### src/design/amt_pkg.sv
// amt_pkg: shared widths, step sizes, register indexes and direction codes
// for the adaptive migration threshold tuner and its checker.
// No dependencies.
package amt_pkg;

   localparam int THRESHOLD_WIDTH = 16;
   localparam int GAP_WIDTH       = 16;
   localparam int COUNT_WIDTH     = 32;
   localparam int MIG_WIDTH       = 40;
   localparam int PRODUCT_WIDTH   = COUNT_WIDTH + 1 + GAP_WIDTH;
   localparam int BENEFIT_WIDTH   = 52;
   localparam int CSR_DATA_WIDTH  = 32;
   localparam int CSR_INDEX_WIDTH = 2;
   localparam int STEP_WIDTH      = 2;
   localparam int MAX_STEP_DELTA  = 4;

   localparam logic [STEP_WIDTH-1:0]  BIG_STEP   = 2'd3;
   localparam logic [STEP_WIDTH-1:0]  SMALL_STEP = 2'd1;
   localparam logic [COUNT_WIDTH-1:0] INTERVAL_RESET = 32'd10000000;

   typedef enum logic [CSR_INDEX_WIDTH-1:0] {
      CSR_INITIAL_THRESHOLD,
      CSR_DIRTY_GAP,
      CSR_CLEAN_GAP,
      CSR_INTERVAL
   } csr_index_type;

   typedef enum logic [1:0] {
      DIR_INIT,
      DIR_INC,
      DIR_DEC
   } dir_type;

endpackage

### src/design/adaptive_migration_threshold.sv
// adaptive_migration_threshold: hill-climbing tuner for a page migration threshold.
// Depends on amt_pkg.
//
// Usage:
//  - req_ channel: one beat per memory event. req_action 0 is a completed request
//    (counts dirty or clean row misses to migrated pages), 1 is one clock tick
//    (counts cycles; when the count exceeds interval_length the threshold is
//    stepped using the benefit of migration and req_migration_cycles).
//  - rsp_ channel: exactly one beat per req_ beat, in order, carrying the
//    threshold and last step direction after that event, and rsp_adjusted when
//    the tick closed an interval.
//  - csr_ channel: always ready; index 0 initial threshold (also loads the
//    current threshold), 1 dirty gap, 2 clean gap, 3 interval length.
// Throughput: one beat per cycle while no result waits on rsp_ready. Path: an accepted beat
//  goes to the input register, then to the result register that drives rsp_valid;
//  the benefit multiplies, compare and threshold step sit between the two.
// Reset: clears counters, previous benefit, direction, registers to defaults.
// Stall: a waiting result holds; the input register still takes one more beat,
//  then req_ready drops until rsp_ready returns.
module adaptive_migration_threshold (
   input  logic                                 clock,
   input  logic                                 reset,
   input  logic                                 req_valid,
   output logic                                 req_ready,
   input  logic                                 req_action,
   input  logic                                 req_page_migrated,
   input  logic                                 req_row_hit,
   input  logic                                 req_dirty_writeback,
   input  logic [amt_pkg::MIG_WIDTH-1:0]        req_migration_cycles,
   output logic                                 rsp_valid,
   input  logic                                 rsp_ready,
   output logic [amt_pkg::THRESHOLD_WIDTH-1:0]  rsp_threshold,
   output logic                                 rsp_adjusted,
   output logic [1:0]                           rsp_direction,
   input  logic                                 csr_valid,
   output logic                                 csr_ready,
   input  logic [amt_pkg::CSR_INDEX_WIDTH-1:0]  csr_index,
   input  logic [amt_pkg::CSR_DATA_WIDTH-1:0]   csr_wdata
);
   import amt_pkg::*;

   function automatic logic [THRESHOLD_WIDTH-1:0] raise_by(
      input logic [THRESHOLD_WIDTH-1:0] t,
      input logic [STEP_WIDTH-1:0]      n
   );
      logic [THRESHOLD_WIDTH:0] s;
      s = {1'b0, t} + {{(THRESHOLD_WIDTH+1-STEP_WIDTH){1'b0}}, n};
      return s[THRESHOLD_WIDTH] ? {THRESHOLD_WIDTH{1'b1}} : s[THRESHOLD_WIDTH-1:0];
   endfunction

   function automatic logic [THRESHOLD_WIDTH-1:0] lower_by_one(
      input logic [THRESHOLD_WIDTH-1:0] t
   );
      return (t != '0) ? t - 1'b1 : t;
   endfunction

   // handshake and pipeline control
   logic s1_valid_ff, s1_valid_in;
   logic rsp_valid_ff, rsp_valid_in;
   logic advance, req_accept, s1_fire, csr_accept;

   // input register
   logic                 s1_action_ff;
   logic                 s1_page_migrated_ff;
   logic                 s1_row_hit_ff;
   logic                 s1_dirty_writeback_ff;
   logic [MIG_WIDTH-1:0] s1_migration_cycles_ff;

   // result register
   logic [THRESHOLD_WIDTH-1:0] rsp_threshold_ff;
   logic                       rsp_adjusted_ff, rsp_adjusted_in;
   dir_type                    rsp_direction_ff;

   // configuration
   logic [THRESHOLD_WIDTH-1:0]    init_thr_ff, init_thr_in;
   logic signed [GAP_WIDTH-1:0]   dirty_gap_ff, dirty_gap_in;
   logic signed [GAP_WIDTH-1:0]   clean_gap_ff, clean_gap_in;
   logic [COUNT_WIDTH-1:0]        interval_ff, interval_in;

   // tuner state
   logic [THRESHOLD_WIDTH-1:0]    thr_ff, thr_in;
   dir_type                       dir_ff, dir_in;
   logic signed [BENEFIT_WIDTH-1:0] prev_ff, prev_in;
   logic [COUNT_WIDTH-1:0]        dirty_cnt_ff, dirty_cnt_in;
   logic [COUNT_WIDTH-1:0]        clean_cnt_ff, clean_cnt_in;
   logic [COUNT_WIDTH-1:0]        cycles_ff, cycles_in;

   // datapath
   logic signed [PRODUCT_WIDTH-1:0] dirty_prod, clean_prod;
   logic signed [BENEFIT_WIDTH-1:0] benefit;
   logic                            gain, interval_done;
   logic [COUNT_WIDTH-1:0]          cycles_next;
   logic [THRESHOLD_WIDTH-1:0]      thr_mid, adj_thr;
   dir_type                         dir_mid, adj_dir;

   assign advance    = !rsp_valid_ff || rsp_ready;
   assign req_ready  = !s1_valid_ff || advance;
   assign req_accept = req_valid && req_ready;
   assign s1_fire    = s1_valid_ff && advance;
   assign csr_ready  = 1'b1;
   assign csr_accept = csr_valid && csr_ready;

   assign s1_valid_in  = req_accept || (s1_valid_ff && !advance);
   assign rsp_valid_in = s1_fire || (rsp_valid_ff && !rsp_ready);

   // benefit of migration over the interval
   assign dirty_prod = $signed({1'b0, dirty_cnt_ff}) * dirty_gap_ff;
   assign clean_prod = $signed({1'b0, clean_cnt_ff}) * clean_gap_ff;
   assign benefit = BENEFIT_WIDTH'(dirty_prod) + BENEFIT_WIDTH'(clean_prod)
                  - $signed({{(BENEFIT_WIDTH-MIG_WIDTH){1'b0}}, s1_migration_cycles_ff});
   assign gain = benefit > prev_ff;

   assign cycles_next   = (cycles_ff == '1) ? cycles_ff : cycles_ff + 1'b1;
   assign interval_done = s1_action_ff && (cycles_next > interval_ff);

   always_comb begin
      thr_mid = thr_ff;
      dir_mid = dir_ff;
      adj_thr = thr_ff;
      adj_dir = dir_ff;
      if (dir_ff == DIR_INIT) begin
         if (benefit > 0) begin
            adj_dir = DIR_DEC;
            adj_thr = lower_by_one(thr_ff);
         end else begin
            adj_dir = DIR_INC;
            adj_thr = raise_by(thr_ff, BIG_STEP);
         end
      end else begin
         if (benefit < 0) begin
            thr_mid = raise_by(thr_ff, BIG_STEP);
            dir_mid = DIR_INC;
         end
         adj_thr = thr_mid;
         adj_dir = dir_mid;
         if (gain) begin
            if (dir_mid == DIR_INC) begin
               adj_thr = raise_by(thr_mid, SMALL_STEP);
            end else if (dir_mid == DIR_DEC) begin
               adj_thr = lower_by_one(thr_mid);
            end
         end else begin
            if (dir_mid == DIR_INC && thr_mid != '0) begin
               adj_thr = thr_mid - 1'b1;
               adj_dir = DIR_DEC;
            end else if (dir_mid == DIR_DEC) begin
               adj_thr = raise_by(thr_mid, SMALL_STEP);
               adj_dir = DIR_INC;
            end
         end
      end
   end

   always_comb begin
      thr_in          = thr_ff;
      dir_in          = dir_ff;
      prev_in         = prev_ff;
      dirty_cnt_in    = dirty_cnt_ff;
      clean_cnt_in    = clean_cnt_ff;
      cycles_in       = cycles_ff;
      init_thr_in     = init_thr_ff;
      dirty_gap_in    = dirty_gap_ff;
      clean_gap_in    = clean_gap_ff;
      interval_in     = interval_ff;
      rsp_adjusted_in = 1'b0;
      if (s1_fire) begin
         if (!s1_action_ff) begin
            if (s1_page_migrated_ff && !s1_row_hit_ff) begin
               if (s1_dirty_writeback_ff) begin
                  if (dirty_cnt_ff != '1) dirty_cnt_in = dirty_cnt_ff + 1'b1;
               end else begin
                  if (clean_cnt_ff != '1) clean_cnt_in = clean_cnt_ff + 1'b1;
               end
            end
         end else if (interval_done) begin
            cycles_in       = '0;
            thr_in          = adj_thr;
            dir_in          = adj_dir;
            prev_in         = benefit;
            rsp_adjusted_in = 1'b1;
         end else begin
            cycles_in = cycles_next;
         end
      end
      if (csr_accept) begin
         unique case (csr_index_type'(csr_index))
            CSR_INITIAL_THRESHOLD: begin
               init_thr_in = csr_wdata[THRESHOLD_WIDTH-1:0];
               thr_in      = csr_wdata[THRESHOLD_WIDTH-1:0];
            end
            CSR_DIRTY_GAP: dirty_gap_in = $signed(csr_wdata[GAP_WIDTH-1:0]);
            CSR_CLEAN_GAP: clean_gap_in = $signed(csr_wdata[GAP_WIDTH-1:0]);
            CSR_INTERVAL:  interval_in  = csr_wdata[COUNT_WIDTH-1:0];
         endcase
      end
   end

   always_ff @(posedge clock) begin
      if (reset) begin
         s1_valid_ff  <= 1'b0;
         rsp_valid_ff <= 1'b0;
         init_thr_ff  <= '0;
         dirty_gap_ff <= '0;
         clean_gap_ff <= '0;
         interval_ff  <= INTERVAL_RESET;
         thr_ff       <= '0;
         dir_ff       <= DIR_INIT;
         prev_ff      <= '0;
         dirty_cnt_ff <= '0;
         clean_cnt_ff <= '0;
         cycles_ff    <= '0;
      end else begin
         s1_valid_ff  <= s1_valid_in;
         rsp_valid_ff <= rsp_valid_in;
         init_thr_ff  <= init_thr_in;
         dirty_gap_ff <= dirty_gap_in;
         clean_gap_ff <= clean_gap_in;
         interval_ff  <= interval_in;
         thr_ff       <= thr_in;
         dir_ff       <= dir_in;
         prev_ff      <= prev_in;
         dirty_cnt_ff <= dirty_cnt_in;
         clean_cnt_ff <= clean_cnt_in;
         cycles_ff    <= cycles_in;
      end
   end

   always_ff @(posedge clock) begin
      if (req_accept) begin
         s1_action_ff           <= req_action;
         s1_page_migrated_ff    <= req_page_migrated;
         s1_row_hit_ff          <= req_row_hit;
         s1_dirty_writeback_ff  <= req_dirty_writeback;
         s1_migration_cycles_ff <= req_migration_cycles;
      end
      if (advance) begin
         rsp_threshold_ff <= thr_in;
         rsp_adjusted_ff  <= rsp_adjusted_in;
         rsp_direction_ff <= dir_in;
      end
   end

   assign rsp_valid     = rsp_valid_ff;
   assign rsp_threshold = rsp_threshold_ff;
   assign rsp_adjusted  = rsp_adjusted_ff;
   assign rsp_direction = rsp_direction_ff;

endmodule

### config.mk
export PLATFORM = sky130hd
export DESIGN_NAME = adaptive_migration_threshold
export DESIGN_NICKNAME = d
export VERILOG_FILES = /design/src/design/amt_pkg.sv /design/src/design/adaptive_migration_threshold.sv
export SDC_FILE = /design/constraint.sdc
export NUM_CORES = 2
export LEC_CHECK = 0
export ABC_AREA = 1
export BUFFER_PORTS_ARGS = -buffer_cell sky130_fd_sc_hd__buf_4
export CORE_UTILIZATION = 60
export CTS_BUF_LIST = sky130_fd_sc_hd__clkbuf_16
export CTS_CLUSTER_DIAMETER = 50
export DETAILED_ROUTE_END_ITERATION = 8
export HOLD_SLACK_MARGIN = 0.03
export PLACE_DENSITY_LB_ADDON = 0.2
export REMOVE_ABC_BUFFERS = 1
export SLEW_MARGIN = 20
export SYNTH_ARGS = -nofsm -noshare
export SYNTH_HDL_FRONTEND = slang
export SYNTH_SLANG_ARGS = --single-unit
export TNS_END_PERCENT = 20
### constraint.sdc
create_clock -name clock -period 19.2 [get_ports clock]
set_input_delay 0.96 -clock clock [delete_from_list [all_inputs] [get_ports clock]]
set_output_delay 0.96 -clock clock [all_outputs]
set_load 0.1 [all_outputs]
* Word-level counts from Yosys, hierarchy flattened
Index checks and enable logic that the tools add are counted.
** Word-level totals
- Bits in registers :: 294
- Logic and storage cells :: 102
** Cells by class
- Add/subtract/negate cells :: 9
- $mul :: 2
- Magnitude comparators :: 4
- Equal/unequal tests :: 8
- Multiplexer cells :: 31
- Bitwise gates (word level) :: 2
- Reduce and logical (&&, ||, !) cells :: 27
** Operators by type and width (number)
- $mux W16 :: 18
- $mul A33 B16 Y49 :: 2
- $add A32 B1 Y32 const B :: 3
- $mux W32 :: 2
- $ne A32 B32 Y1 const B :: 2
- $gt A51 B1 Y1 const B :: 1
- $gt A51 B51 Y1 :: 1
- $lt A51 B1 Y1 const B :: 1
- $sub A50 B41 Y51 :: 1
- $add A49 B49 Y50 :: 1
- $eq A32 B32 Y1 const B :: 1
- $gt A32 B32 Y1 :: 1
- $reduce_bool A16 Y1 :: 2
- $sub A16 B1 Y16 const B :: 2
- $mux W2 :: 10
- $add A16 B1 Y17 const B :: 1
- $add A16 B2 Y17 const B :: 1
- $reduce_and A5 Y1 :: 2
- $reduce_and A2 Y1 :: 4
- $logic_and A1 B1 Y1 :: 7
- $eq A2 B2 Y1 const B :: 3
- $logic_not A1 Y1 :: 5
- $eq A2 B1 Y1 const B :: 2
- $logic_not A2 Y1 :: 2
- 4 further kinds :: 8

* Logic depth before layout (Yosys ltp)
- Word-level depth :: 17
- Depth in mapped cells :: 52
- Mapped depth without buffers :: 50

* Least setup slack after synthesis
Ideal clock, no wire load.
- Path type :: reg-to-reg
- Start :: register dirty_gap_ff[15]
- End :: register rsp_direction_ff[1] (netlist: rsp_direction[1]) (data pin)
- Library setup time :: 0.259 ns
- Arrival time :: 8.851 ns
- Required time :: 18.941 ns
- Slack :: 10.090 ns
- Cell stages (with the launch flop) :: 47
- Path buffers :: 4
- Path through :: dfxtp_1 > buf_2 > inv_1 > clkbuf_1 > clkbuf_1 > nor2_1 > fa_1 > fa_1 > inv_1 > fa_1 > inv_1 > fa_1 > fa_1 > fa_1 > fa_1 > inv_1 > fa_1 > inv_1 > [... 11 more ...] > or2_2 > nand2_1 > inv_1 > ha_1 > nand3_1 > nor4_1 > nand3_1 > nor4_1 > nand2_1 > nand3_1 > nand2_1 > nand3_2 > clkbuf_1 > a21oi_1 > o21ai_0 > nand2_1 > o21ai_0 > inv_1
** On the way
- Word-level cells in the longest chain between the ends :: 14
- Elaborated cells between the ends (all ways) :: 22
- Those cells by class :: add/sub (2); mul (1); order compare (3); eq/ne (2); mux (12); reduce/logical (2)
** RTL lines
- start, declared :: RTL line adaptive_migration_threshold.sv:76 : logic signed [GAP_WIDTH-1:0] dirty_gap_ff, dirty_gap_in;
- start signal, assigned :: RTL line adaptive_migration_threshold.sv:216 : dirty_gap_ff <= dirty_gap_in;
- $mul A33 B16 Y49 * :: RTL line adaptive_migration_threshold.sv:107 : assign dirty_prod = $signed({1'b0, dirty_cnt_ff}) * dirty_gap_ff;
- $add A49 B49 Y50 * :: RTL line adaptive_migration_threshold.sv:109 : assign benefit = BENEFIT_WIDTH'(dirty_prod) + BENEFIT_WIDTH'(clean_prod)
- $sub A50 B41 Y51 * :: RTL line adaptive_migration_threshold.sv:110 : - $signed({{(BENEFIT_WIDTH-MIG_WIDTH){1'b0}}, s1_migration_cycles_ff});
- net benefit[49] :: RTL line adaptive_migration_threshold.sv:90 : logic signed [BENEFIT_WIDTH-1:0] benefit;
- $lt A51 B1 Y1 :: RTL line adaptive_migration_threshold.sv:130 : if (benefit < 0) begin
- $mux W16 or $mux W2 (tied branches) :: RTL line adaptive_migration_threshold.sv:130
- $mux W16 or $mux W2 (tied branches) :: RTL line adaptive_migration_threshold.sv:121 : if (dir_ff == DIR_INIT) begin
- $reduce_bool A16 Y1, or another cell as far along :: RTL line adaptive_migration_threshold.sv:143 : if (dir_mid == DIR_INC && thr_mid != '0) begin
- $logic_and A1 B1 Y1 or $mux W2 (tied branches) :: RTL line adaptive_migration_threshold.sv:143, adaptive_migration_threshold.sv:146
- $mux W2 :: RTL line adaptive_migration_threshold.sv:143
- $mux W2 :: RTL line adaptive_migration_threshold.sv:136 : if (gain) begin
- $mux W2 * :: RTL line adaptive_migration_threshold.sv:121
- $mux W2 * :: RTL line adaptive_migration_threshold.sv:175 : end else if (interval_done) begin
- $mux W2 * :: RTL line adaptive_migration_threshold.sv:167 : if (!s1_action_ff) begin
- $mux W2 * :: RTL line adaptive_migration_threshold.sv:166 : if (s1_fire) begin
- net dir_in[1] :: RTL line adaptive_migration_threshold.sv:82 : dir_type dir_ff, dir_in;
- end signal, assigned :: RTL line adaptive_migration_threshold.sv:239 : rsp_direction_ff <= dir_in;
- end, declared :: RTL line adaptive_migration_threshold.sv:72 : dir_type rsp_direction_ff;
The timed path passes the listed nets; every way through them passes the cells marked *. The select of a mux whose other input is x is not followed.
A chain may end at the register's enable or synchronous reset.

* Worst setup path after layout
- Start :: register dirty_cnt_ff[26]
- End :: register rsp_threshold_ff[7] (netlist: rsp_threshold[7]) (data pin)
** On the way
- Word-level cells in the longest chain between the ends :: 17
- Elaborated cells between the ends (all ways) :: 30
- Those cells by class :: add/sub (4); mul (1); order compare (3); eq/ne (2); mux (18); reduce/logical (2)
** RTL lines
- start, declared :: RTL line adaptive_migration_threshold.sv:84 : logic [COUNT_WIDTH-1:0] dirty_cnt_ff, dirty_cnt_in;
- start signal, assigned :: RTL line adaptive_migration_threshold.sv:222 : dirty_cnt_ff <= dirty_cnt_in;
- $mul A33 B16 Y49 * :: RTL line adaptive_migration_threshold.sv:107
- $add A49 B49 Y50 * :: RTL line adaptive_migration_threshold.sv:109
- $sub A50 B41 Y51 * :: RTL line adaptive_migration_threshold.sv:110
- net benefit[48] :: RTL line adaptive_migration_threshold.sv:90
- $lt A51 B1 Y1 :: RTL line adaptive_migration_threshold.sv:130
- $mux W16 :: RTL line adaptive_migration_threshold.sv:130
- $mux W16 :: RTL line adaptive_migration_threshold.sv:121
- $add A16 B1 Y17, or another cell as far along :: RTL line adaptive_migration_threshold.sv:47 : s = {1'b0, t} + {{(THRESHOLD_WIDTH+1-STEP_WIDTH){1'b0}}, n};
- [... 3 more ...]
- $mux W16 :: RTL line adaptive_migration_threshold.sv:136
- $mux W16 * :: RTL line adaptive_migration_threshold.sv:121
- $mux W16 * :: RTL line adaptive_migration_threshold.sv:175
- $mux W16 * :: RTL line adaptive_migration_threshold.sv:167
- $mux W16 * :: RTL line adaptive_migration_threshold.sv:166
- $mux W16 :: RTL line adaptive_migration_threshold.sv:186 : unique case (csr_index_type'(csr_index))
- $mux W16 * :: RTL line adaptive_migration_threshold.sv:185 : if (csr_accept) begin
- net thr_in[7] :: RTL line adaptive_migration_threshold.sv:81 : logic [THRESHOLD_WIDTH-1:0] thr_ff, thr_in;
- end signal, assigned :: RTL line adaptive_migration_threshold.sv:237 : rsp_threshold_ff <= thr_in;
- end, declared :: RTL line adaptive_migration_threshold.sv:70 : logic [THRESHOLD_WIDTH-1:0] rsp_threshold_ff;
Marks and branches as above.

==> impl_metrics.toml <==
[clock_tree]
cts_resized = 0
h-tree-depth = 2
insertion_delay_ns = 0.66
cts_buffers = 51
cts_hold_buf = 0
clock-sinks = 294
cts-root-to-sink-buffers = 3
clk_pin_slew_ns = 0.06
root_buffer = "clkbuf_16"
post_cts.repair.setup_buffers = 0
cts_tree = "built"

[power]
combPwrFrac_pct = 38.0
clock_power_share_pct = 35.6
intPower_mw = 1.499
powerDensity_nw_per_um2 = 46.03
ir_drop_mv = 0.08238
p_sw_mw = 1.066
swShare_pct = 41.57
power.leakage_nw = 30.90
power_frac_seq_pct = 26.4

[placement]
post-dp-hpwl_um = 129100
gp_congestion = 1.009
portBuffers = 103
pre_cts_ws_ns = 8.266

[synth]
avgSynthCellArea_um2 = 7.609
seq_area_frac_synth_pct = 12.33
synth_cell_types = 64
synth_fa_ha_area_share_pct = 44.89
synth_top_family_by_area = "adder cells"
yosys.area.top_type = "fa_1"
synth_top_area_share_pct = 36.82
syn_area_um2 = 52850
synth_common_cells = "inv_1, nand2_1, fa_1"
synth.top_cells.by_area = "fa_1, inv_1, nand2_1"
ys_ff_latch = 294
synth_xor_area_share_pct = 1.475
synth_edf_count = 63
synth-simple-area-share_pct = 18.87
post-synth-top-count-cell = "inv_1"
synth_mux_area_share_pct = 0.01894
async_flop_share_pct = 0
yosys_warnings = 0
postSynthCellCount = 6946
synthFlopType = "dfxtp_1"
synth_compound_area_share_pct = 6.238

[routing]
final_antenna_net_count = 0
vias = 43820
viasPerCell = 5.468
wl_per_cell_um = 19.83
drc = 0
drtIter0Drc = 3515
route.final.wire_length_um = 158900
drt-pass1-iter-count = 8

[finish]
final_nets = 8210
drive_above_1_share_pct = 5.381
synthToLayoutAreaGrowth_pct = 5.436

[sta]
setup_viol_count_final = 0
tns_ns = 0
finalHoldViolations = 0
clock_skew_ns = 0.03678
min_period_ns = 11.13
min_period_over_period_pct = 57.95
worst_slew_pin_slew_ns = 1.035
rsz0062_at_grt = "false"
slew_viol_final = 0
fin_ws_ns = 8.074
relSlewSlack_pct = 30.92
fmax_mhz = 89.88

[critical_path]
crit_buf_inv = 9
cp.required_ns = 19.58
critPathMaxStageDelay_ns = 0.92
endpoint_kind = "flop"
crit_fanout = 19
cp.arrival_ns = 11.51
crit_family = "adder cells"
critPathLaunchType = "flop"
critPathSlowestCell = "dfxtp_1"
worst-setup-path-type = "flop to flop"

[floorplanning]
dieArea_um2 = 89280
fp.coreArea_um2 = 87020
die_x_um = 298.8
initial_core_util_pct = 60.73
core.rowCount = 108
io_pins = 105
die_y_um = 298.8

[flow_run]
drv_cap = 0

[outcome]
status = "finished clean"

[global_routing]
grt_pass1_wl_um = 250300
gr-usage-all-layers_pct = 36.68
grt_start_max_net_pins = 86
first_global_vias = 44700
grt_overflow = 0
antenna_found_initial = 5

[min_path]
hp-class = "flop to flop"
==> cell type report <==
cell class | instances | area [um^2]
well taps | 1155 | 1445
repair buffers | 152 | 1141
diodes | 1 | 2.502
flip-flops and latches | 294 | 6529
clock inverters | 41 | 319.1
clock buffers | 55 | 1376
fillers | 7752 | 31300
multi-input cells | 4425 | 37810
inverters | 1890 | 7099
==> tightest hold or removal path: stages, from the launching register on <==
cell	delay, ns
dfxtp_1	0.29
inv_1	0.06
a21oi_1	0.06
==> worst paths after layout <==
path | start | cells after the start | to | slack, ns
worst min-delay path | prev_ff[1] | 2 | prev_ff[1] | 0.46
worst max register to register | dirty_cnt_ff[26] | 43 | rsp_threshold[7] | 8.07
worst min register to register | prev_ff[1] | 2 | prev_ff[1] | 0.46
worst max-delay path | dirty_cnt_ff[26] | 43 | rsp_threshold[7] | 8.07
==> placed cells by master (no fill, tap or decap), types with 5 or more instances in the layout <==
| cell type | count |
|---|---|
| nor2_4 | 7 |
| fa_1 | 972 |
| ha_1 | 341 |
| a211oi_1 | 10 |
| nor2_1 | 325 |
| nand4_1 | 46 |
| dfxtp_2 | 10 |
| dfxtp_1 | 221 |
| xor2_1 | 71 |
| a21oi_1 | 320 |
| a31oi_1 | 18 |
| nor3_1 | 73 |
| o21ai_0 | 201 |
| or2_2 | 10 |
| inv_2 | 15 |
| xnor2_1 | 18 |
| nand3_1 | 190 |
| nor2_2 | 23 |
| nand2_2 | 30 |
| inv_4 | 5 |
| o21ai_2 | 6 |
| nand3_2 | 6 |
| clkbuf_16 | 55 |
| buf_4 | 152 |
| o2111ai_1 | 5 |
| inv_8 | 5 |
| edfxtp_1 | 63 |
| clkinv_2 | 5 |
| a21o_1 | 7 |
| o21ai_1 | 20 |
| nor3b_1 | 6 |
| o211ai_1 | 5 |
| inv_6 | 9 |
| nand3b_1 | 5 |
| o21a_1 | 10 |
| nor4_1 | 23 |
| nand2_1 | 1633 |
| nand2_4 | 6 |
| inv_1 | 1875 |
| clkinv_1 | 8 |
==> registers in the layout, summed over array words and instances (netlist names), 32 cells and up <==
register                flops
clean_cnt_ff               32
cycles_ff                  32
dirty_cnt_ff               32
interval_ff                32
prev_ff                    51
s1_migration_cycles_ff     40
==> kinds of logic after synthesis <==
logic type,count (synthesis)
flip-flops,294
other,1
AO/OA/AOI/OAI,617
AND/OR/NAND/NOR,2402
multiplexers,1
buffers and inverters,2229
adder cells (fa/ha/maj),1313
XOR/XNOR,89
==> power groups by stage <==
stage	Sequential (mW)	Combinational, mW	Clock (mW)
2_1_floorplan	0.711	0.606	0
3_3_place_gp	0.687	0.943	0
3_5_place_dp	0.688	0.949	0
4_1_cts	0.675	0.956	0.922
5_1_grt	0.678	1.07	0.948
6_report	0.676	0.975	0.914
==> metal layers <==
layer / GRT usage, % / wire length (um) / vias to the layer above
li1: - / - / 20020
met3: 6.674 / 13220 / 455
met1: 46.89 / 61870 / 21410
met5: 0 / 14 / -
met4: 18.62 / 9659 / 2
met2: 59.94 / 74150 / 1934
==> metrics by stage <==
step | utilization (%) | cell area (um^2) | std cells | hold slack [ns] | total power [mW]
final | 64.03 | 55720 | 8013 | 0.4585 | 2.565
after global routing | 64.03 | 55720 | 8012 | 0.4785 | 2.700
after CTS | 64.03 | 55720 | 8012 | 0.4618 | 2.553
after detailed placement | 62.08 | 54020 | 7916 | 0.4539 | 1.637
after global placement | 62.08 | 54020 | 7916 | 0.4485 | 1.630
after floorplan | - | 51410 | 6609 | 0.4376 | 1.318
Power figures use the tool's default switching activity.
